### src/rtl/sost_pkg.sv
// Shared constants, types and helper functions for the sequence-ordered segment table.
package sost_pkg;

    localparam int DEPTH    = 32;
    localparam int IDX_W    = $clog2(DEPTH);
    localparam int CNT_W    = $clog2(DEPTH + 1);
    localparam int KEY_W    = 32;
    localparam int HDL_W    = 16;
    localparam int RANK_W   = 5;
    localparam int STAT_W   = 3;
    localparam int CMD_W    = 2;
    localparam int ENTRY_W  = KEY_W + HDL_W;
    localparam int S_DATA_W = 48;
    localparam int M_DATA_W = 24;

    localparam logic [CMD_W-1:0] CMD_INSERT = 2'd0;
    localparam logic [CMD_W-1:0] CMD_FIND   = 2'd1;
    localparam logic [CMD_W-1:0] CMD_REMOVE = 2'd2;

    localparam logic [STAT_W-1:0] STAT_INSERTED  = 3'd0;
    localparam logic [STAT_W-1:0] STAT_REPLACED  = 3'd1;
    localparam logic [STAT_W-1:0] STAT_FOUND     = 3'd2;
    localparam logic [STAT_W-1:0] STAT_NOT_FOUND = 3'd3;
    localparam logic [STAT_W-1:0] STAT_FULL      = 3'd4;

    typedef struct packed {
        logic [HDL_W-1:0] handle;
        logic [KEY_W-1:0] key;
    } entry_t;

    typedef struct packed {
        logic [CMD_W-1:0] cmd;
        logic [KEY_W-1:0] key;
        logic [HDL_W-1:0] handle;
    } req_t;

    typedef struct packed {
        logic [STAT_W-1:0] status;
        logic [HDL_W-1:0]  handle;
        logic [RANK_W-1:0] rank;
    } result_t;

    typedef struct packed {
        logic             we;
        logic [IDX_W-1:0] waddr;
        entry_t           wdata;
        logic [IDX_W-1:0] raddr;
    } ram_req_t;

    function automatic logic serial_greater(input logic [KEY_W-1:0] a,
                                            input logic [KEY_W-1:0] b);
        logic [KEY_W-1:0] d;
        d = a - b;
        return (d != '0) && !d[KEY_W-1];
    endfunction

    function automatic logic [RANK_W-1:0] to_rank(input logic [IDX_W-1:0] idx);
        logic [RANK_W+IDX_W-1:0] wide;
        wide = {{RANK_W{1'b0}}, idx};
        return wide[RANK_W-1:0];
    endfunction

endpackage

### src/rtl/sost_ram.sv
// Generic single-write, single-read RAM with a registered read port.
module sost_ram #(
    parameter int WIDTH = 8,
    parameter int DEPTH = 2
) (
    input  logic                     aclk,
    input  logic                     we,
    input  logic [$clog2(DEPTH)-1:0] waddr,
    input  logic [WIDTH-1:0]         wdata,
    input  logic [$clog2(DEPTH)-1:0] raddr,
    output logic [WIDTH-1:0]         rdata
);

    logic [WIDTH-1:0] mem [DEPTH];
    logic [WIDTH-1:0] rdata_reg;

    always_ff @(posedge aclk) begin
        if (we) begin
            mem[waddr] <= wdata;
        end
        rdata_reg <= mem[raddr];
    end

    assign rdata = rdata_reg;

endmodule

### src/rtl/sost_ctrl.sv
// Walk engine that searches, inserts into and removes from the sorted entry RAM.
module sost_ctrl (
    input  logic                        aclk,
    input  logic                        aresetn,
    input  logic                        req_valid,
    output logic                        req_ready,
    input  sost_pkg::req_t              req,
    output sost_pkg::ram_req_t          ram_req,
    input  logic [sost_pkg::ENTRY_W-1:0] ram_rdata,
    input  logic                        out_free,
    output logic                        res_valid,
    output sost_pkg::result_t           res
);

    localparam logic [1:0] ST_IDLE = 2'd0;
    localparam logic [1:0] ST_WALK = 2'd1;
    localparam logic [1:0] ST_FIN  = 2'd2;

    logic [1:0]                    state_reg, state_next;
    logic [sost_pkg::CNT_W-1:0]    cnt_reg, cnt_next;
    logic [sost_pkg::CNT_W-1:0]    rd_idx_reg, rd_idx_next;
    logic                          rvalid_reg, rvalid_next;
    logic                          shift_reg, shift_next;
    logic [sost_pkg::IDX_W-1:0]    proc_idx_reg, proc_idx_next;
    sost_pkg::req_t                req_reg, req_next;
    sost_pkg::entry_t              carry_reg, carry_next;
    sost_pkg::result_t             res_reg, res_next;
    sost_pkg::entry_t              rd_entry;
    sost_pkg::entry_t              new_entry;
    logic                          issue;
    logic                          is_insert;
    logic                          is_remove;
    logic                          key_gt;
    logic                          key_eq;

    assign rd_entry  = sost_pkg::entry_t'(ram_rdata);
    assign new_entry = '{handle: req_reg.handle, key: req_reg.key};
    assign is_insert = (req_reg.cmd == sost_pkg::CMD_INSERT);
    assign is_remove = (req_reg.cmd == sost_pkg::CMD_REMOVE);
    assign key_gt    = sost_pkg::serial_greater(rd_entry.key, req_reg.key);
    assign key_eq    = (rd_entry.key == req_reg.key);
    assign issue     = (rd_idx_reg < cnt_reg);
    assign req_ready = (state_reg == ST_IDLE);
    assign res_valid = (state_reg == ST_FIN) && out_free;
    assign res       = res_reg;

    always_comb begin
        state_next    = state_reg;
        cnt_next      = cnt_reg;
        rd_idx_next   = rd_idx_reg;
        rvalid_next   = 1'b0;
        shift_next    = shift_reg;
        proc_idx_next = proc_idx_reg;
        req_next      = req_reg;
        carry_next    = carry_reg;
        res_next      = res_reg;
        ram_req       = '{we: 1'b0, waddr: proc_idx_reg, wdata: new_entry,
                          raddr: rd_idx_reg[sost_pkg::IDX_W-1:0]};

        unique case (state_reg)
            ST_IDLE: begin
                if (req_valid) begin
                    req_next    = req;
                    rd_idx_next = '0;
                    shift_next  = 1'b0;
                    if (req.cmd == sost_pkg::CMD_INSERT
                        && cnt_reg == sost_pkg::CNT_W'(sost_pkg::DEPTH)) begin
                        res_next   = '{status: sost_pkg::STAT_FULL, handle: '0, rank: '0};
                        state_next = ST_FIN;
                    end else begin
                        state_next = ST_WALK;
                    end
                end
            end
            ST_WALK: begin
                if (issue) begin
                    rd_idx_next   = rd_idx_reg + 1'b1;
                    rvalid_next   = 1'b1;
                    proc_idx_next = rd_idx_reg[sost_pkg::IDX_W-1:0];
                end
                if (rvalid_reg) begin
                    if (is_insert) begin
                        if (shift_reg) begin
                            ram_req.we    = 1'b1;
                            ram_req.wdata = carry_reg;
                            carry_next    = rd_entry;
                        end else if (key_gt) begin
                            ram_req.we = 1'b1;
                            carry_next = rd_entry;
                            shift_next = 1'b1;
                            res_next   = '{status: sost_pkg::STAT_INSERTED, handle: '0,
                                           rank: sost_pkg::to_rank(proc_idx_reg)};
                        end else if (key_eq) begin
                            ram_req.we  = 1'b1;
                            res_next    = '{status: sost_pkg::STAT_REPLACED,
                                            handle: rd_entry.handle,
                                            rank: sost_pkg::to_rank(proc_idx_reg)};
                            rvalid_next = 1'b0;
                            state_next  = ST_FIN;
                        end
                    end else begin
                        if (shift_reg) begin
                            ram_req.we    = 1'b1;
                            ram_req.waddr = proc_idx_reg - 1'b1;
                            ram_req.wdata = rd_entry;
                        end else if (key_eq) begin
                            res_next = '{status: sost_pkg::STAT_FOUND,
                                         handle: rd_entry.handle,
                                         rank: sost_pkg::to_rank(proc_idx_reg)};
                            if (is_remove) begin
                                shift_next = 1'b1;
                            end else begin
                                rvalid_next = 1'b0;
                                state_next  = ST_FIN;
                            end
                        end
                    end
                end else if (!issue) begin
                    state_next = ST_FIN;
                    if (is_insert) begin
                        ram_req.we    = 1'b1;
                        ram_req.waddr = cnt_reg[sost_pkg::IDX_W-1:0];
                        ram_req.wdata = shift_reg ? carry_reg : new_entry;
                        cnt_next      = cnt_reg + 1'b1;
                        if (!shift_reg) begin
                            res_next = '{status: sost_pkg::STAT_INSERTED, handle: '0,
                                         rank: sost_pkg::to_rank(
                                             cnt_reg[sost_pkg::IDX_W-1:0])};
                        end
                    end else if (shift_reg) begin
                        cnt_next = cnt_reg - 1'b1;
                    end else begin
                        res_next = '{status: sost_pkg::STAT_NOT_FOUND, handle: '0, rank: '0};
                    end
                end
            end
            ST_FIN: begin
                if (out_free) begin
                    state_next = ST_IDLE;
                end
            end
            default: begin
                state_next = ST_IDLE;
            end
        endcase
    end

    always_ff @(posedge aclk) begin
        if (!aresetn) begin
            state_reg  <= ST_IDLE;
            cnt_reg    <= '0;
            rvalid_reg <= 1'b0;
            shift_reg  <= 1'b0;
            rd_idx_reg <= '0;
        end else begin
            state_reg  <= state_next;
            cnt_reg    <= cnt_next;
            rvalid_reg <= rvalid_next;
            shift_reg  <= shift_next;
            rd_idx_reg <= rd_idx_next;
        end
    end

    always_ff @(posedge aclk) begin
        proc_idx_reg <= proc_idx_next;
        req_reg      <= req_next;
        carry_reg    <= carry_next;
        res_reg      <= res_next;
    end

endmodule

### src/rtl/sequence_ordered_segment_table_top.sv
// Top level of the sequence-ordered segment table with stream ports and result register.
// An operation reads the stored entries in order from the single entry RAM before its
// result reaches m_axis_tvalid; an insert into a full table skips the walk.
// One operation is in progress at a time; the next is accepted while a result waits.
// Transactions are accepted only in idle, once the last result is in the output register.
// Reset (aresetn low, synchronous) empties the table and drops any pending result.
module sequence_ordered_segment_table_top (
    input  logic                           aclk,
    input  logic                           aresetn,
    input  logic                           s_axis_tvalid,
    output logic                           s_axis_tready,
    // Bits from low: seq_key[31:0], payload_handle[47:32].
    input  logic [sost_pkg::S_DATA_W-1:0]  s_axis_tdata,
    // Bits from low: command[1:0].
    input  logic [sost_pkg::CMD_W-1:0]     s_axis_tuser,
    output logic                           m_axis_tvalid,
    input  logic                           m_axis_tready,
    // Bits from low: found_handle[15:0], rank[20:16], zero fill [23:21].
    output logic [sost_pkg::M_DATA_W-1:0]  m_axis_tdata,
    // Bits from low: status[2:0].
    output logic [sost_pkg::STAT_W-1:0]    m_axis_tuser
);

    sost_pkg::req_t                 req;
    sost_pkg::ram_req_t             ram_req;
    logic [sost_pkg::ENTRY_W-1:0]   ram_rdata;
    logic                           out_free;
    logic                           res_valid;
    sost_pkg::result_t              res;
    logic                           m_valid_reg, m_valid_next;
    sost_pkg::result_t              m_res_reg, m_res_next;

    assign req = '{cmd: s_axis_tuser,
                   key: s_axis_tdata[sost_pkg::KEY_W-1:0],
                   handle: s_axis_tdata[sost_pkg::S_DATA_W-1:sost_pkg::KEY_W]};

    sost_ctrl u_ctrl (
        .aclk      (aclk),
        .aresetn   (aresetn),
        .req_valid (s_axis_tvalid),
        .req_ready (s_axis_tready),
        .req       (req),
        .ram_req   (ram_req),
        .ram_rdata (ram_rdata),
        .out_free  (out_free),
        .res_valid (res_valid),
        .res       (res)
    );

    sost_ram #(
        .WIDTH (sost_pkg::ENTRY_W),
        .DEPTH (sost_pkg::DEPTH)
    ) u_entry_ram (
        .aclk  (aclk),
        .we    (ram_req.we),
        .waddr (ram_req.waddr),
        .wdata (ram_req.wdata),
        .raddr (ram_req.raddr),
        .rdata (ram_rdata)
    );

    assign out_free = !m_valid_reg || m_axis_tready;

    always_comb begin
        m_valid_next = m_valid_reg;
        m_res_next   = m_res_reg;
        if (res_valid) begin
            m_valid_next = 1'b1;
            m_res_next   = res;
        end else if (m_axis_tready) begin
            m_valid_next = 1'b0;
        end
    end

    always_ff @(posedge aclk) begin
        if (!aresetn) begin
            m_valid_reg <= 1'b0;
        end else begin
            m_valid_reg <= m_valid_next;
        end
    end

    always_ff @(posedge aclk) begin
        m_res_reg <= m_res_next;
    end

    assign m_axis_tvalid = m_valid_reg;
    assign m_axis_tuser  = m_res_reg.status;
    assign m_axis_tdata  = {(sost_pkg::M_DATA_W - sost_pkg::RANK_W - sost_pkg::HDL_W)'(0),
                            m_res_reg.rank, m_res_reg.handle};

endmodule

### config.mk
export PLATFORM = sky130hd
export DESIGN_NAME = sequence_ordered_segment_table_top
export DESIGN_NICKNAME = d
export VERILOG_FILES = /design/src/rtl/sost_pkg.sv /design/src/rtl/sost_ram.sv /design/src/rtl/sost_ctrl.sv /design/src/rtl/sequence_ordered_segment_table_top.sv
export SDC_FILE = /design/constraint.sdc
export NUM_CORES = 2
export LEC_CHECK = 0
export BUFFER_PORTS_ARGS = -buffer_cell sky130_fd_sc_hd__buf_4
export CAP_MARGIN = 30
export CORE_UTILIZATION = 45
export DETAILED_ROUTE_END_ITERATION = 16
export GPL_TIMING_DRIVEN = 0
export PLACE_DENSITY_LB_ADDON = 0.05
export REMOVE_ABC_BUFFERS = 1
export SYNTH_ARGS = -nofsm -noshare
export SYNTH_HDL_FRONTEND = slang
export SYNTH_SLANG_ARGS = --single-unit
### constraint.sdc
create_clock -name aclk -period 17.68 [get_ports aclk]
set_input_delay 0 -clock aclk [delete_from_list [all_inputs] [get_ports aclk]]
set_output_delay 0 -clock aclk [all_outputs]
set_load 0.02 [all_outputs]
Word level (Yosys, flattened, before mapping)
Memories as Yosys holds them, arrays and structs flattened. A register that Yosys moved wholly into a read port is not among the register bits.
Cells that the tools add are included.

word-level totals
  memories = 1
  input bits = 54
  ROM bits = 0
  latch bits = 0
  word-level logic and storage cells = 135
  flip-flop bits (word level) = 168
  output and inout bits = 29
  memory bits (writable) = 1536

operators by class
  mux-type cells = 68
  add/sub/neg operators = 5
  multiply operators = 0
  divide/modulo/power cells = 0
  eq/ne operators = 17
  magnitude comparators = 1
  shift-type cells = 0
  bitwise gates (word level) = 2
  reduce and logical (&&, ||, !) cells = 23

memory list
  memory           words  bits a word  rd ports  clocked after Yosys merged registers in  wr ports  RTL line        text
  u_entry_ram.mem  32     48           1         1                                        1         sost_ram.sv:14  logic [WIDTH-1:0] mem [DEPTH];

operators with widths
  cell                   number
  $mux W24               13
  $mux W54               5
  $mux W48               4
  $pmux W24 S2           1
  $eq A32 B32 Y1         1
  $reduce_bool A32 Y1    1
  $sub A32 B32 Y32       1
  $mux W1                25
  $mux W2                12
  $mux W6                4
  $ne A4 B4 Y1 const B   4
  $reduce_and A8 Y1      2
  $add A6 B1 Y6 const B  2
  $pmux W6 S2            1
  $ne A2 B1 Y1 const B   4
  $reduce_and A4 Y1      2
  $reduce_bool A2 Y1     4
  $eq A6 B6 Y1 const B   1
  $logic_not A2 Y1       3
  $lt A6 B6 Y1           1
  $ne A3 B3 Y1 const B   2
  $pmux W2 S3            1
  $reduce_and A2 Y1      3
  $reduce_and A3 Y1      2
  12 further kinds       17

Depth between registers and ports, before layout
  depth after elaboration = 10
  gate-level depth with buffers = 16
  gate-level depth less buffers = 15

Hierarchy
From an unflattened synthesis, not the netlist that was laid out.

second synthesis, totals
  cells, all modules = 4540
  area total of the unflattened synthesis = 71340.9 µm²

modules (own cells, without submodules)
  module                              instances  area an instance (µm²)  cells an instance
  sost_ram                            1          60724.5                 3364
  sost_ctrl                           1          9820.7                  1144
  sequence_ordered_segment_table_top  1          795.8                   32

Worst setup path before layout
No wires, ideal clock.

  kind = reg2reg
  start point = register u_ctrl.req_reg (netlist bit u_ctrl.new_entry[19])
  end point = memory u_entry_ram.mem[12][0] in the netlist's numbering, enable pin
  clock period less this slack = 7996 ps
  cell stages (with the launch flop) = 16
  setup slack = 9684 ps
  data arrival time = 7423 ps
  required time = 17107 ps
  path buffers = 2
  cells stage by stage = edfxtp_1 > inv_1 > ha_1 > clkbuf_1 > and2_1 > nand3_1 > nor4_1 > o211ai_1 > and2_1 > a21o_1 > xnor2_1 > nor4_4 > o21bai_2 > a21boi_4 > buf_6 > nor4_1

between the ends
  longest elaborated chain between the ends = 10

RTL lines
  element                                                  RTL line          text
  start, declared                                          sost_ctrl.sv:25   sost_pkg::req_t req_reg, req_next;
  start signal, assigned                                   sost_ctrl.sv:166  req_reg <= req_next;
  $sub A32 B32 Y32                                         sost_pkg.sv:53    d = a - b;
  $reduce_bool A32 Y1 or $logic_not A1 Y1 (tied branches)  sost_pkg.sv:54    return (d != '0) && !d[KEY_W-1];
  $logic_and A1 B1 Y1                                      sost_pkg.sv:54
  $mux W1 *                                                sost_ctrl.sv:87   end else if (key_gt) begin
  $mux W1 *                                                sost_ctrl.sv:83   if (shift_reg) begin
  $mux W1 *                                                sost_ctrl.sv:82   if (is_insert) begin
  $mux W54 *                                               sost_ctrl.sv:81   if (rvalid_reg) begin
  $mux W54 *                                               sost_ctrl.sv:60   unique case (state_reg)
  $mux W1 *                                                sost_ram.sv:18    if (we) begin
  $mux W1 (implied by the code) *                          sost_ram.sv:19    mem[waddr] <= wdata;
  end, declared                                            sost_ram.sv:14

Mark *: on every way between the ends. The rest lies on a longest branch, timed or not.

Worst setup path in the final report
  start point = register u_ctrl.rd_idx_reg[0] in the netlist's numbering
  end point = memory u_entry_ram.mem[0][47] in the netlist's numbering, enable pin

between the ends
  longest elaborated chain between the ends = 6

RTL lines
  element                        RTL line          text
  start, declared                sost_ctrl.sv:21   logic [sost_pkg::CNT_W-1:0] rd_idx_reg, rd_idx_next;
  start signal, assigned         sost_ctrl.sv:160  rd_idx_reg <= rd_idx_next;
  $lt A6 B6 Y1 *                 sost_ctrl.sv:42   assign issue = (rd_idx_reg < cnt_reg);
  $mux W54 *                     sost_ctrl.sv:118  end else if (!issue) begin
  $mux W54 *                     sost_ctrl.sv:81
  $mux W54 *                     sost_ctrl.sv:60
  $mux W1                        sost_ram.sv:18
  $mux W1 (implied by the code)  sost_ram.sv:19

Marks and branches as above.

==> flow_summary.yaml <==
sta:
  drv_slew: 0
  finalCritPeriodShare_pct: 35.01
  relSlewSlack_pct: 25.29
  setup_tns_ns: 0
  max_freq_mhz: 161.5
  setup_viol: 0
  rsz0062_at_grt: "no"
  finalHoldViolCount: 0
  finalClockSkew_ns: 0.03065
  fin_crit_ns: 6.191
  worst_pin_slew_ns: 1.121
synth:
  ys_warn_count: 0
  synth_compound_area_share_pct: 3.293
  synth.cell_area_mm2: 0.06983
  synthCells: 3434
  ys_seq_area_share_pct: 74.40
  synthDistinctLibCells: 85
  synth_ff_type: "edfxtp_1"
  synth_top_family_by_area: "multiplexers"
  async_reset_ff_share_pct: 0
  synth_fa_ha_area_share_pct: 0.8815
  yosys_register_bits: 1752
  muxShareOfSynthArea_pct: 16.43
  synthSimpleGateAreaFrac_pct: 3.316
  synth_edf_count: 1687
  avgSynthCellArea_um2: 20.34
  synthXorXnorAreaFrac_pct: 0.2383
clock_network:
  clockBufferDepth: 3
  clk_pin_slew_ns: 0.06
  post_cts_buffers: 0
  cts-root-buf: "clkbuf_16"
  post_cts_resize_count: 0
  insertion_delay_ns: 0.82
  h-tree-depth: 4
  cts.sinks: 1752
  cts_buffers: 182
  cts_tree: "built"
detailed_routing:
  drc: 0
  vias: 37600
  drtIter0Drc: 3946
  antenna_left: 0
  first_pass_iters: 8
  wl_per_cell_um: 31.71
  drt-total-wl_mm: 198.5
  routed_via_density: 6.005
power_and_ir_drop:
  p_comb_share_pct: 15.9
  leakagePower_nw: 27.42
  powerDensity_mw_per_mm2: 123.0
  p_switching_w: 0.002670
  peakVddDrop_uv: 88.13
  swShare_pct: 25.58
  p_int_w: 0.007767
  seqPwrFrac_pct: 48.3
  p_clk_share_pct: 35.8
layout:
  fillers: 11690
  drive_gt1_share_pct: 33.96
  top_register: "u_entry_ram.mem"
  largest_register_ffs: 1536
  nets: 4164
  postLayoutCellArea_mm2: 0.08485
  area_delta_synth_final_pct: 21.50
die:
  num_rows: 144
  num_io_pins: 83
  start_util_pct: 45.33
  die-area_mm2: 0.1568
  core_area_mm2: 0.1540
  die_h_um: 395.9
  chipWidth_um: 395.9
worst_setup_path:
  cp.arrival_ns: 6.70
  crit_path_max_incr_delay_ns: 0.89
  crit_family: "compound AO/OA/AOI/OAI gates"
  path_max_fanout: 36
  cp-start-kind: "register"
  path_class: "register to register"
  critPathSlowestCell: "nor3b_2"
  cp.required_ns: 18.19
  crit_chain: "buf_16 > buf_16 > nand2b_1 > a21o_1 > a21o_1 > a21o_1 > a21o_1 > a21oi_1 > nor2_2 > buf_8 > o22a_1 > o221ai_1 > and2_1 > nor3b_2 > buf_6 > buf_6 > buf_6 > buf_6"
  cp.buffers_inverters: 7
  setup.worst_path.end_class: "register"
min_path:
  hold_path.class: "input pin to register"
global_route:
  grt_pass1_wl_mm: 282.0
  grt_pass1_vias: 38140
  track_usage_pct: 25.54
  grt_max_degree: 58
  antenna_found_initial: 4
  gr-total-overflow: 0
place:
  placed_area_mm2: 0.07775
  place.gp.congestion: 0.8590
  io_buffers: 79
  dpl.hpwl_mm: 138.2
status:
  status: "finished, final reports clean"
flow_run:
  maxCapViolCount: 0
power groups by stage:
stage	Sequential (W)	Combinational (W)	Clock, W
6_report	0.00504	0.00166	0.00374
5_1_grt	0.00504	0.00178	0.00396
2_1_floorplan	0.00519	0.00118	0
3_3_place_gp	0.00531	0.00168	0
4_1_cts	0.00504	0.00164	0.00381
3_5_place_dp	0.00512	0.00162	0
kinds of logic after synthesis:
kind of cell | after synthesis
other | 1
multiplexers | 540
AO/OA/AOI/OAI | 334
flip-flops | 1752
buffers and inverters | 252
AND/OR/NAND/NOR | 488
XOR/XNOR | 19
adder cells (fa/ha/maj) | 48
path summary, 6_finish.rpt:
| kind | from | end | slack [ns] | cells past startpoint |
|---|---|---|---|---|
| max | u_ctrl.rd_idx_reg[0] | u_entry_ram.mem[0][47] | 11.49 | 18 |
| min | aresetn | u_ctrl.rvalid_reg | 0.12 | 4 |
| max reg2reg | u_ctrl.rd_idx_reg[0] | u_entry_ram.mem[0][47] | 11.49 | 18 |
| min reg2reg | u_ctrl.res[14] | m_axis_tdata[9] | 0.42 | 0 |
final cells by class:
| class | instances | area, µm² | share of cell area, % |
|---|---|---|---|
| Antenna cell | 1 | 2.502 | 0.002949 |
| Clock buffer | 241 | 5034 | 5.932 |
| Clock inverter | 98 | 814.5 | 0.9600 |
| Inverter | 56 | 217.7 | 0.2566 |
| Multi-Input combinational cell | 1432 | 17270 | 20.35 |
| Sequential cell | 1752 | 51980 | 61.27 |
| Tap cell | 2044 | 2557 | 3.014 |
| Timing Repair Buffer | 638 | 6973 | 8.218 |
repair_timing:
item                       4_1_cts  5_1_grt
setup endpoints to repair        0        0
hold endpoints to repair        87        0
hold buffers                   104        0
cells in the mapped netlist, drive strengths merged (5+ instances only):
master,count,area (µm²)
o22a,10,87.58
nand3,51,260.3
o21a,11,82.58
nor3b,8,60.06
o21ai,49,249.0
a221oi,17,148.9
o211a,5,57.56
mux4,480,10810
ha,46,575.6
xor2,8,70.07
or4,6,48.80
a21boi,5,48.80
a31oi,24,165.2
xnor2,11,96.34
a221o,12,120.1
o31ai,5,37.54
buf,56,266.5
dfxtp,65,1301
and2,32,200.2
edfxtp,1687,50660
nor4,23,158.9
nand2,173,649.4
mux2,48,540.5
a21oi,89,456.7
nand2b,9,56.30
clkbuf,140,525.5
nor2,101,381.6
nor2b,7,43.79
and3,7,48.80
o22ai,34,212.7
nor3,45,225.2
a211oi,7,57.55
mux2i,12,120.1
o21bai,6,48.80
nand4,12,75.07
a21o,13,97.59
inv,56,210.2
o211ai,8,60.06
or2,6,37.54
worst reg2reg max path, stage by stage (launching register included):
cell and delay [ns]:
dfxtp_4 0.54, buf_16 0.29, buf_16 0.24, nand2b_1 0.19, a21o_1 0.19, a21o_1 0.17, a21o_1 0.17, a21o_1 0.18
a21oi_1 0.52, nor2_2 0.24, buf_8 0.24, o22a_1 0.21, o221ai_1 0.72, and2_1 0.35, nor3b_2 0.89, buf_6 0.26
buf_6 0.16, buf_6 0.17, buf_6 0.16
routing by layer:
| metal | wire length [µm] | vias to the layer above | track usage (%) | part of all wire (%) |
|---|---|---|---|---|
| li1 | - | 15580 | - | - |
| met1 | 84060 | 20150 | 36.48 | 42 |
| met2 | 97270 | 1583 | 41.54 | 49 |
| met3 | 12690 | 288 | 3.514 | 6.4 |
| met4 | 4514 | 0 | 6.653 | 2.3 |
| met5 | 0 | - | 0 | 0 |
cells in the final DEF (no fill, tap or decap), drive strengths merged, types with 13 or more instances in the layout:
master and n:
edfxtp 1687, buf 531, mux4 480, clkbuf 244, nand2 173, dlygate4sd3 104
nor2 101, a21oi 89, clkinv 78, dfxtp 65, inv 61, nand3 51
o21ai 49, mux2 48, ha 46, nor3 45, o22ai 34, and2 32
a31oi 24, nor4 23, a221oi 17, a21o 13
stage by stage:
stage	std cells	hold WS (ns)	total power [W]	setup WS, ns	util [%]
2_1_floorplan	3240	0.09887	0.006374	-4.799	-
3_3_place_gp	5363	0.1800	0.006986	-24.86	46.87
3_5_place_dp	5808	0.1795	0.006741	11.58	50.47
4_1_cts	6251	0.04738	0.01049	11.55	54.94
5_1_grt	6261	0.1305	0.01078	11.39	55.08
6_report	6262	0.1217	0.01044	11.49	55.08
(Power assumes the default switching activity.)
